### src/rtl/jsonp_pkg.sv
// Shared types, phase codes and byte helpers for the flat JSON object parser.
package jsonp_pkg;

    localparam logic [3:0] PH_OPEN       = 4'd0;
    localparam logic [3:0] PH_AFTER_OPEN = 4'd1;
    localparam logic [3:0] PH_STR        = 4'd2;
    localparam logic [3:0] PH_ESC        = 4'd3;
    localparam logic [3:0] PH_HEX        = 4'd4;
    localparam logic [3:0] PH_AFTER_KEY  = 4'd5;
    localparam logic [3:0] PH_BEFORE_VAL = 4'd6;
    localparam logic [3:0] PH_AFTER_VAL  = 4'd7;
    localparam logic [3:0] PH_EXPECT_KEY = 4'd8;
    localparam logic [3:0] PH_DONE       = 4'd9;

    localparam logic [1:0] PART_NONE  = 2'd0;
    localparam logic [1:0] PART_KEY   = 2'd1;
    localparam logic [1:0] PART_VALUE = 2'd2;

    localparam logic [7:0]  UTF8_LEAD2   = 8'hC0;
    localparam logic [7:0]  UTF8_LEAD3   = 8'hE0;
    localparam logic [7:0]  UTF8_CONT    = 8'h80;
    localparam logic [7:0]  UTF8_MASK    = 8'h3F;
    localparam logic [15:0] UTF8_TWO_MAX = 16'h0800;
    localparam logic [15:0] UTF8_ONE_MAX = 16'h0080;

    typedef struct packed {
        logic [3:0]  phase;
        logic        in_value;
        logic [15:0] code_point;
        logic [1:0]  hex_seen;
        logic        pair_open;
    } t_state;

    typedef struct packed {
        logic [1:0] count;
        logic [7:0] byte0;
        logic [7:0] byte1;
        logic [7:0] byte2;
        logic [1:0] part;
        logic       commit;
        logic       stop;
        logic       dropped;
    } t_result;

    function automatic logic is_ws(input logic [7:0] b);
        return (b == 8'h20) || (b == 8'h09) || (b == 8'h0A) || (b == 8'h0D);
    endfunction

    // Bit 4 flags a valid hex digit, bits 3:0 hold its value.
    function automatic logic [4:0] hex_val(input logic [7:0] b);
        logic [4:0] r;
        r = 5'd0;
        if (b >= 8'h30 && b <= 8'h39) begin
            r = {1'b1, b[3:0]};
        end else if ((b >= 8'h61 && b <= 8'h66) || (b >= 8'h41 && b <= 8'h46)) begin
            r = {1'b1, b[3:0] + 4'd9};
        end
        return r;
    endfunction

endpackage

### src/rtl/jsonp_step.sv
// Next-state and result logic for one byte of JSON text.
module jsonp_step (
    input  jsonp_pkg::t_state  i_state,
    input  logic [7:0]         i_byte,
    input  logic               i_last,
    output jsonp_pkg::t_state  o_state,
    output jsonp_pkg::t_result o_result
);
    import jsonp_pkg::*;

    always_comb begin
        t_state      s;
        t_result     r;
        logic [4:0]  hv;
        logic [15:0] cp;
        logic        stopped;

        s       = i_state;
        r       = '0;
        hv      = hex_val(i_byte);
        cp      = {i_state.code_point[11:0], hv[3:0]};
        stopped = 1'b0;

        unique case (i_state.phase)
            PH_OPEN: begin
                if (!is_ws(i_byte)) begin
                    if (i_byte == "{") s.phase = PH_AFTER_OPEN;
                    else               r.stop  = 1'b1;
                end
            end
            PH_AFTER_OPEN, PH_EXPECT_KEY: begin
                if (!is_ws(i_byte)) begin
                    if (i_byte == "\"") begin
                        s.phase     = PH_STR;
                        s.in_value  = 1'b0;
                        s.pair_open = 1'b1;
                    end else begin
                        r.stop = 1'b1;
                    end
                end
            end
            PH_STR: begin
                if (i_byte == "\"") begin
                    if (i_state.in_value) begin
                        r.commit    = 1'b1;
                        s.pair_open = 1'b0;
                        s.phase     = PH_AFTER_VAL;
                    end else begin
                        s.phase = PH_AFTER_KEY;
                    end
                end else if (i_byte == "\\") begin
                    s.phase = PH_ESC;
                end else begin
                    r.count = 2'd1;
                    r.byte0 = i_byte;
                end
            end
            PH_ESC: begin
                s.phase = PH_STR;
                r.count = 2'd1;
                unique case (i_byte)
                    "\"":    r.byte0 = 8'h22;
                    "\\":    r.byte0 = 8'h5C;
                    "/":     r.byte0 = 8'h2F;
                    "b":     r.byte0 = 8'h08;
                    "f":     r.byte0 = 8'h0C;
                    "n":     r.byte0 = 8'h0A;
                    "r":     r.byte0 = 8'h0D;
                    "t":     r.byte0 = 8'h09;
                    "u": begin
                        r.count      = 2'd0;
                        s.phase      = PH_HEX;
                        s.code_point = '0;
                        s.hex_seen   = '0;
                    end
                    default: begin
                        r.count = 2'd0;
                        r.stop  = 1'b1;
                    end
                endcase
            end
            PH_HEX: begin
                if (!hv[4]) begin
                    r.stop = 1'b1;
                end else if (i_state.hex_seen != 2'd3) begin
                    s.code_point = cp;
                    s.hex_seen   = i_state.hex_seen + 2'd1;
                end else begin
                    // Fourth digit: encode the code point as UTF-8.
                    if (cp < UTF8_ONE_MAX) begin
                        r.count = 2'd1;
                        r.byte0 = cp[7:0];
                    end else if (cp < UTF8_TWO_MAX) begin
                        r.count = 2'd2;
                        r.byte0 = UTF8_LEAD2 | {3'b000, cp[10:6]};
                        r.byte1 = UTF8_CONT | ({2'b00, cp[5:0]} & UTF8_MASK);
                    end else begin
                        r.count = 2'd3;
                        r.byte0 = UTF8_LEAD3 | {4'b0000, cp[15:12]};
                        r.byte1 = UTF8_CONT | ({2'b00, cp[11:6]} & UTF8_MASK);
                        r.byte2 = UTF8_CONT | ({2'b00, cp[5:0]} & UTF8_MASK);
                    end
                    s.code_point = '0;
                    s.hex_seen   = '0;
                    s.phase      = PH_STR;
                end
            end
            PH_AFTER_KEY: begin
                if (!is_ws(i_byte)) begin
                    if (i_byte == ":") s.phase = PH_BEFORE_VAL;
                    else               r.stop  = 1'b1;
                end
            end
            PH_BEFORE_VAL: begin
                if (!is_ws(i_byte)) begin
                    if (i_byte == "\"") begin
                        s.phase    = PH_STR;
                        s.in_value = 1'b1;
                    end else begin
                        r.stop = 1'b1;
                    end
                end
            end
            PH_AFTER_VAL: begin
                if (!is_ws(i_byte)) begin
                    if (i_byte == ",") s.phase = PH_EXPECT_KEY;
                    else               r.stop  = 1'b1;
                end
            end
            default: begin
                // Stopped: swallow bytes until the last one of this text.
                stopped = 1'b1;
                if (i_last) s.phase = PH_OPEN;
            end
        endcase

        if (!stopped) begin
            r.part = (r.count == 2'd0) ? PART_NONE
                   : (s.in_value ? PART_VALUE : PART_KEY);
            if (i_last) r.stop = 1'b1;
            if (r.stop) begin
                r.dropped    = s.pair_open;
                s.pair_open  = 1'b0;
                s.in_value   = 1'b0;
                s.code_point = '0;
                s.hex_seen   = '0;
                s.phase      = i_last ? PH_OPEN : PH_DONE;
            end
        end

        o_state  = s;
        o_result = r;
    end

endmodule

### src/rtl/json_flat_object_string_parser_core.sv
// Top level of the flat JSON object parser: handshakes, input and result registers.
//
// Input channel: i_valid / o_ready carry one byte of JSON text per beat
// (i_in_byte), with i_in_last set on the final byte of a text.
// Output channel: o_valid / i_ready carry exactly one result beat per input
// beat: up to three decoded string bytes (o_out_count, o_out_byte0..2),
// whether they belong to a key or a value (o_out_part), and the flags
// o_pair_commit, o_parse_end and o_pair_dropped.
// Path: an accepted beat sits in the input register, is decoded there and
// lands in the result register when the output side can take it.
// Throughput: one byte per cycle while results are taken; the parser state is
// a single register updated by short logic as the byte moves into the result
// register. When the receiver stalls, the result register holds and the input
// register takes one more beat only if empty; further beats wait for the result.
// Reset clears both registers' valid flags and returns the parser to
// expecting an opening brace.
module json_flat_object_string_parser_core (
    input  logic       i_clk,
    input  logic       i_rst_n,
    input  logic       i_valid,
    output logic       o_ready,
    input  logic [7:0] i_in_byte,
    input  logic       i_in_last,
    output logic       o_valid,
    input  logic       i_ready,
    output logic [1:0] o_out_count,
    output logic [7:0] o_out_byte0,
    output logic [7:0] o_out_byte1,
    output logic [7:0] o_out_byte2,
    output logic [1:0] o_out_part,
    output logic       o_pair_commit,
    output logic       o_parse_end,
    output logic       o_pair_dropped
);
    import jsonp_pkg::*;

    logic       r_in_valid;
    logic [7:0] r_in_byte;
    logic       r_in_last;
    logic       r_out_valid;
    t_result    r_res;
    t_state     r_state;
    t_state     n_state;
    t_result    n_res;
    logic       adv;

    jsonp_step u_step (
        .i_state  (r_state),
        .i_byte   (r_in_byte),
        .i_last   (r_in_last),
        .o_state  (n_state),
        .o_result (n_res)
    );

    assign adv     = r_in_valid && (!r_out_valid || i_ready);
    assign o_ready = !r_in_valid || adv;

    always_ff @(posedge i_clk) begin
        if (!i_rst_n) begin
            r_in_valid  <= 1'b0;
            r_out_valid <= 1'b0;
            r_state     <= '{phase: PH_OPEN, default: '0};
        end else begin
            if (o_ready) r_in_valid <= i_valid;
            if (adv) begin
                r_out_valid <= 1'b1;
                r_state     <= n_state;
            end else if (i_ready) begin
                r_out_valid <= 1'b0;
            end
        end
    end

    always_ff @(posedge i_clk) begin
        if (o_ready && i_valid) begin
            r_in_byte <= i_in_byte;
            r_in_last <= i_in_last;
        end
        if (adv) r_res <= n_res;
    end

    assign o_valid        = r_out_valid;
    assign o_out_count    = r_res.count;
    assign o_out_byte0    = r_res.byte0;
    assign o_out_byte1    = r_res.byte1;
    assign o_out_byte2    = r_res.byte2;
    assign o_out_part     = r_res.part;
    assign o_pair_commit  = r_res.commit;
    assign o_parse_end    = r_res.stop;
    assign o_pair_dropped = r_res.dropped;

endmodule

### config.mk
export PLATFORM = sky130hd
export DESIGN_NAME = json_flat_object_string_parser_core
export DESIGN_NICKNAME = d
export VERILOG_FILES = /design/src/rtl/jsonp_pkg.sv /design/src/rtl/jsonp_step.sv /design/src/rtl/json_flat_object_string_parser_core.sv
export SDC_FILE = /design/constraint.sdc
export NUM_CORES = 1
export LEC_CHECK = 0
export ABC_CLOCK_PERIOD_IN_PS = 4000
export BUFFER_PORTS_ARGS = -buffer_cell sky130_fd_sc_hd__buf_2
export CAP_MARGIN = 20
export CELL_PAD_IN_SITES_DETAIL_PLACEMENT = 0
export CELL_PAD_IN_SITES_GLOBAL_PLACEMENT = 2
export CORE_UTILIZATION = 38
export CTS_BUF_LIST = sky130_fd_sc_hd__clkbuf_8
export CTS_CLUSTER_DIAMETER = 40
export DETAILED_ROUTE_END_ITERATION = 6
export GPL_ROUTABILITY_DRIVEN = 0
export PLACE_DENSITY_LB_ADDON = 0.2
export SYNTH_ARGS = -nofsm -noshare
export SYNTH_HDL_FRONTEND = slang
export SYNTH_SLANG_ARGS = --single-unit
### constraint.sdc
create_clock -name i_clk -period 4 [get_ports i_clk]
set_clock_uncertainty 0.1 [all_clocks]
set_input_delay 0.8 -clock i_clk [delete_from_list [all_inputs] [get_ports i_clk]]
set_output_delay 0.8 -clock i_clk [all_outputs]
set_load 0.005 [all_outputs]
# Word-level counts from Yosys, hierarchy flattened
# Cells that the tools add are included.
# op_classes
n_addsub	2
order_cmp	8
n_eq_ne	25
muxes	63
bitwise	3
reduce_logical	26
# op_table
op	count
8-bit by 7-bit equality test with 1-bit output, second input constant	8
7-bit case mux with 8 select lines	1
18-bit 2-to-1 mux	3
26-bit 2-to-1 mux	2
24-bit 2-to-1 mux	2
4-bit 2-to-1 mux	12
8-bit by 6-bit equality test with 1-bit output, second input constant	5
18-bit case mux with 2 select lines	1
4-bit case mux with 8 select lines	1
5-bit 2-to-1 mux	6
10-bit case mux with 3 select lines	1
8-bit by 4-bit equality test with 1-bit output, second input constant	3
1-bit 2-to-1 mux	21
9-bit 2-to-1 mux	2
9-bit OR reduction	2
17-bit 2-to-1 mux	1
4-bit by 3-bit equality test with 1-bit output, second input constant	4
8-bit by 7-bit greater-or-equal comparator with 1-bit output, second input constant	2
8-bit by 7-bit <= comparator with 1-bit output, second input constant	2
16-bit by 12-bit less-than comparator with 1-bit output, second input constant	1
16-bit by 8-bit less-than comparator with 1-bit output, second input constant	1
16-bit 2-to-1 mux	1
10-bit 2-to-1 mux	1
4-bit by 2-bit equality test with 1-bit output, second input constant	2
other kinds (25)	42
# totals
ff_bits	66
in_bits	13
out_inout_bits	33

# Depth between registers and ports, before layout
# depth
depth_word	13
depth_mapped	11

# Cells and area by module
# From an unflattened synthesis, not the netlist that was laid out.
# unflattened
cells_unflattened	442
area_unflattened_um2	4042.6
# by_module_without_submodules
module	n_inst	cells_each	area_per_inst_um2	seq_area_each_um2
json_flat_object_string_parser_core	1	154	2269.7	1721.7
jsonp_step	1	288	1773.0	0.0

# Worst setup path before layout
# Ideal clock, no wire load.
# synth_timing
kind	input port to flip-flop
from	in i_ready
to	reg r_state[10] (netlist name)
setup_ps	60
t_arrival_ps	2986
t_required_ps	3840
setup_slack_ps	853
cell_stages	8
cell_sequence	nor2b_1 > nand2b_1 > clkbuf_1 > clkinv_1 > nand4b_1 > nor2b_1 > buf_4 > a22o_1
# synth_via
elab_chain_len	2
# synth_rtl
item	line_no	text
start, declared	json_flat_object_string_parser_core.sv:25	input logic i_ready,
1-bit logical OR	json_flat_object_string_parser_core.sv:55	assign adv = r_in_valid && (!r_out_valid || i_ready);
1-bit logical AND	json_flat_object_string_parser_core.sv:55	
via adv	json_flat_object_string_parser_core.sv:45	logic adv;
end signal, assigned	json_flat_object_string_parser_core.sv:67	r_state <= n_state;
end, declared	json_flat_object_string_parser_core.sv:42	t_state r_state;
# The timed path passes the listed nets, and every way through them passes these cells.
# A chain may end at the register's enable or synchronous reset.

# Final worst setup path
# layout_timing
from	reg r_in_byte[0]
to	reg r_state[3] (netlist name)
# layout_via
elab_chain_len	11
word_cells_on_any_way	52
# layout_rtl
item	line_no	text
start, declared	json_flat_object_string_parser_core.sv:38	logic [7:0] r_in_byte;
start signal, assigned	json_flat_object_string_parser_core.sv:76	r_in_byte <= i_in_byte;
8-bit by 7-bit greater-or-equal comparator with 1-bit output or 8-bit by 7-bit <= comparator with 1-bit output (tied branches)	jsonp_pkg.sv:55	end else if ((b >= 8'h61 && b <= 8'h66) || (b >= 8'h41 && b <= 8'h46)) begin
1-bit logical AND	jsonp_pkg.sv:55	
1-bit logical OR	jsonp_pkg.sv:55	
5-bit 2-to-1 mux	jsonp_pkg.sv:55	
5-bit 2-to-1 mux	jsonp_pkg.sv:53	if (b >= 8'h30 && b <= 8'h39) begin
1-bit 2-to-1 mux	jsonp_step.sv:83	if (!hv[4]) begin
1-bit case mux with 6 select lines	jsonp_step.sv:24	unique case (i_state.phase)
1-bit 2-to-1 mux	jsonp_step.sv:140	if (i_last) r.stop = 1'b1;
1-bit 2-to-1 mux	jsonp_step.sv:137	if (!stopped) begin
24-bit 2-to-1 mux	jsonp_step.sv:141	if (r.stop) begin
24-bit 2-to-1 mux (*)	jsonp_step.sv:137	
# Every way passes the cells marked *; elsewhere a longest branch is shown, timed or not. The select of a mux whose other input is x is not followed.

==> results.json <==
{
  "io_pins": 46,
  "hold_path.class": "reg2reg",
  "p_clk_share_pct": 42.6,
  "worstSetupStartpoint": "r_in_byte[0]",
  "ys_seq_elements": 60,
  "slew_viol_final": 0,
  "detail_route.first_pass.iterations": 4,
  "drt-initial-drc-count": 151,
  "power.combinational.fraction_pct": 7.0,
  "grt_first_pass_wirelength_microns": 13600,
  "top_layer": "met4",
  "core_area_sq_mm": 0.00838,
  "post_synth_main_area_contributors": "edfxtp_1 34%, dfxtp_1 13%, nand2_1 3.7%",
  "post-place-ws_ns": 0.705,
  "reg2reg_depth": 9,
  "clock_insertion_delay_worst_skew_ns": 0.34,
  "cts_num_sinks": 60,
  "drive_gt1_share_pct": 21.8,
  "timing.max_cap.violations": 0,
  "postRouteWirelength_microns": 8410,
  "clockBufferDepth": 2,
  "worstSetupEndpointType": "flop",
  "cts_max_level": 3,
  "gr-total-overflow": 0,
  "mappedNetlistArea_sq_mm": 0.00334,
  "worst_r2r_startpoint": "r_in_byte[0]",
  "switch_share_pct": 23.2,
  "ir_drop_v": 0.000196,
  "antenna_found_initial": 0,
  "ctsRootBufferMaster": "clkbuf_8",
  "fp-row-count": 33,
  "cellInternalPower_mw": 1.07,
  "largest_net_degree_at_the_start_of_global_routing": 31,
  "setup-violations-final": 0,
  "power.net_switching_mw": 0.323,
  "hpwlAfterDp_microns": 6040,
  "post-cts-setup-buffers": 0,
  "reg_to_reg_end": "r_state[3]",
  "max_freq_mhz": 297,
  "overall_track_demand_over_capacity_in_global_routing_pct": 19.9,
  "layout_min_cycle_time_ns": 3.37,
  "rsz0062_at_grt": "false",
  "final_common_cell": "buf_2",
  "vias": 2754,
  "via_count_of_the_first_global_routing_pass": 2583,
  "async_set_reset_flop_share_out_of_synthesis_pct": 0,
  "timing.critical_path.required_ns": 4.19,
  "detail_route.vias_per_cell": 5.67,
  "die_width_microns": 95.8,
  "cts-buffers-inserted": 9,
  "yosys.cell_types.count": 73,
  "routed_wire_length_per_instance_microns": 17.3,
  "worst_setup_path_endpoint": "r_state[3]",
  "start_kind": "flop",
  "synth-edff-count": 38,
  "netlist.top_cell.by_area": "edfxtp_1",
  "fin_nets": 395,
  "setup.reg_to_reg.worst_slack_ns": 0.63,
  "ys.flop_type": "edfxtp_1",
  "status": "finished, final reports clean",
  "die_y_microns": 95.8,
  "yosys.area.top_type_share_pct": 34.2,
  "route.met2.wl_microns": 3860,
  "antenna_left": 0,
  "cp_data_arrival_time_ns": 3.56,
  "post_cts_resized": 0,
  "buffer_ports.inserted": 43,
  "yosysSeqAreaShare_pct": 47.3,
  "detailed_route_wirelength_on_metal3_microns": 405,
  "timing.setup.critical_path_class": "reg2reg",
  "cts_tree": "yes",
  "maximum_fanout_encountered_on_the_critical_timing_path": 11,
  "share_seq_of_total_power_pct": 50.4,
  "hold_viol": 0,
  "layout_common_cells": "43 x buf_2, 38 x edfxtp_1, 33 x nand2_1, 27 x nor2_1, 23 x a21oi_1",
  "timing.max_slew.rel_slack_pct": 38.4,
  "p_leak_nw": 1.43,
  "final.setup.tns_ns": 0,
  "cts.reportedPaths.clkPinSlew_ns": 0.07,
  "layout_worst_path_cycle_share_pct": 84.2,
  "initial_core_util_pct": 39.9,
  "timing.final.ws_setup_ns": 0.632,
  "route.layer.met1.wl_microns": 4020,
  "powerDensity_mw_per_mm2": 364,
  "die_area_sq_mm": 0.00917,
  "min_delay_path_depth": 2,
  "antenna_cells_inserted": 0,
  "postCtsHoldBufs": 0,
  "drc": 0,
  "synth_warnings": 0,
  "hold-worst-slack_ns": 0.378,
  "synth_cells": 338,
  "area_growth_syn_to_layout_pct": 14.7,
  "average_cell_area_after_synthesis_sq_um": 9.88,
  "worst_pin_slew_ns": 0.916
}
critical path, cell delays in order (launching register included):
cell,delay (ns)
edfxtp_1,0.48
inv_1,0.19
ha_1,0.20
nor2b_1,0.42
a311oi_1,0.16
a311oi_1,0.35
a32o_1,0.33
a32oi_1,0.21
nor2b_1,0.63
a22o_1,0.25
sequential cells by signal (all words and copies together) (netlist names):
register and cells:
o_out_byte0 8, o_valid 1, o_out_part 2, r_in_byte 8
r_in_valid 1, o_pair_commit 1, o_out_byte1 7, o_out_byte2 7
o_pair_dropped 1, r_state 20, o_parse_end 1, r_in_last 1
o_out_count 2
layout make-up:
class	count	area (sq um)
fill	814	4550
multi-input combinational	243	1600
sequential	60	1580
timing repair buffer	47	245
clock buffer	13	179
tap	105	131
inverter	15	56.3
clock inverter	3	42.5
metrics by stage:
step	power (mW)	cells	util (%)	instance area, sq um
2_1_floorplan	0.779	339	-	3340
3_3_place_gp	0.815	470	43.1	3610
3_5_place_dp	0.815	470	43.1	3610
4_1_cts	1.41	486	45.7	3830
5_1_grt	1.45	486	45.7	3830
6_report	1.40	486	45.7	3830
worst min-delay path by stage:
stage                           from         end  slack (ns)
after floorplan           r_state[0]  r_state[0]        0.35
after global placement    r_state[0]  r_state[0]        0.36
after detailed placement  r_state[0]  r_state[0]        0.36
after CTS                 r_state[0]  r_state[0]        0.37
after global routing      r_state[0]  r_state[0]        0.40
final                     r_state[0]  r_state[0]        0.38
layer usage:
layer	GRT usage (%)	up-vias
met5	0	-
met3	5.13	14
met1	27.3	1296
met2	30.5	95
li1	-	1349
met4	6.34	0
Yosys cell counts (3+ instances only):
master and instances:
o221ai_1 3, dfxtp_1 22, nor2b_1 6, and3_1 5
nand2b_1 3, nor4_1 3, nand4_1 3, nand2_1 33
edfxtp_1 38, a21oi_1 23, a22o_1 11, a31oi_1 3
nand3b_1 4, clkbuf_1 10, o31ai_1 5, or2_2 3
nand4b_1 4, nor2_1 27, mux2i_1 3, o21ai_0 10
nor3_1 11, nand3_1 13, buf_2 5, a22oi_1 3
buf_4 5, ha_1 6, a211oi_1 4, inv_1 14
power by group through the flow:
stage                     registers, mW  clock network, mW  logic (mW)
after floorplan                   0.704                  0      0.0758
after global placement            0.716                  0      0.0991
after detailed placement          0.717                  0      0.0988
after CTS                         0.703              0.604      0.0992
after global routing              0.707              0.630       0.109
final                             0.703              0.594      0.0984
cells by family (layout without fill, tap and decap cells):
group	after synthesis	count (layout)	synth area share, %
adders and majority gates	6	6	2.25
DFF	60	60	47.3
buffers and inverters	36	78	5.02
AOI/OAI and AO/OA	93	93	20.7
and+or+nand+nor	137	137	23.1
other	1	2	0.112
xor gates and xnor gates	2	2	0.524
muxes	3	3	0.899
Power figures use the tool's default switching activity.
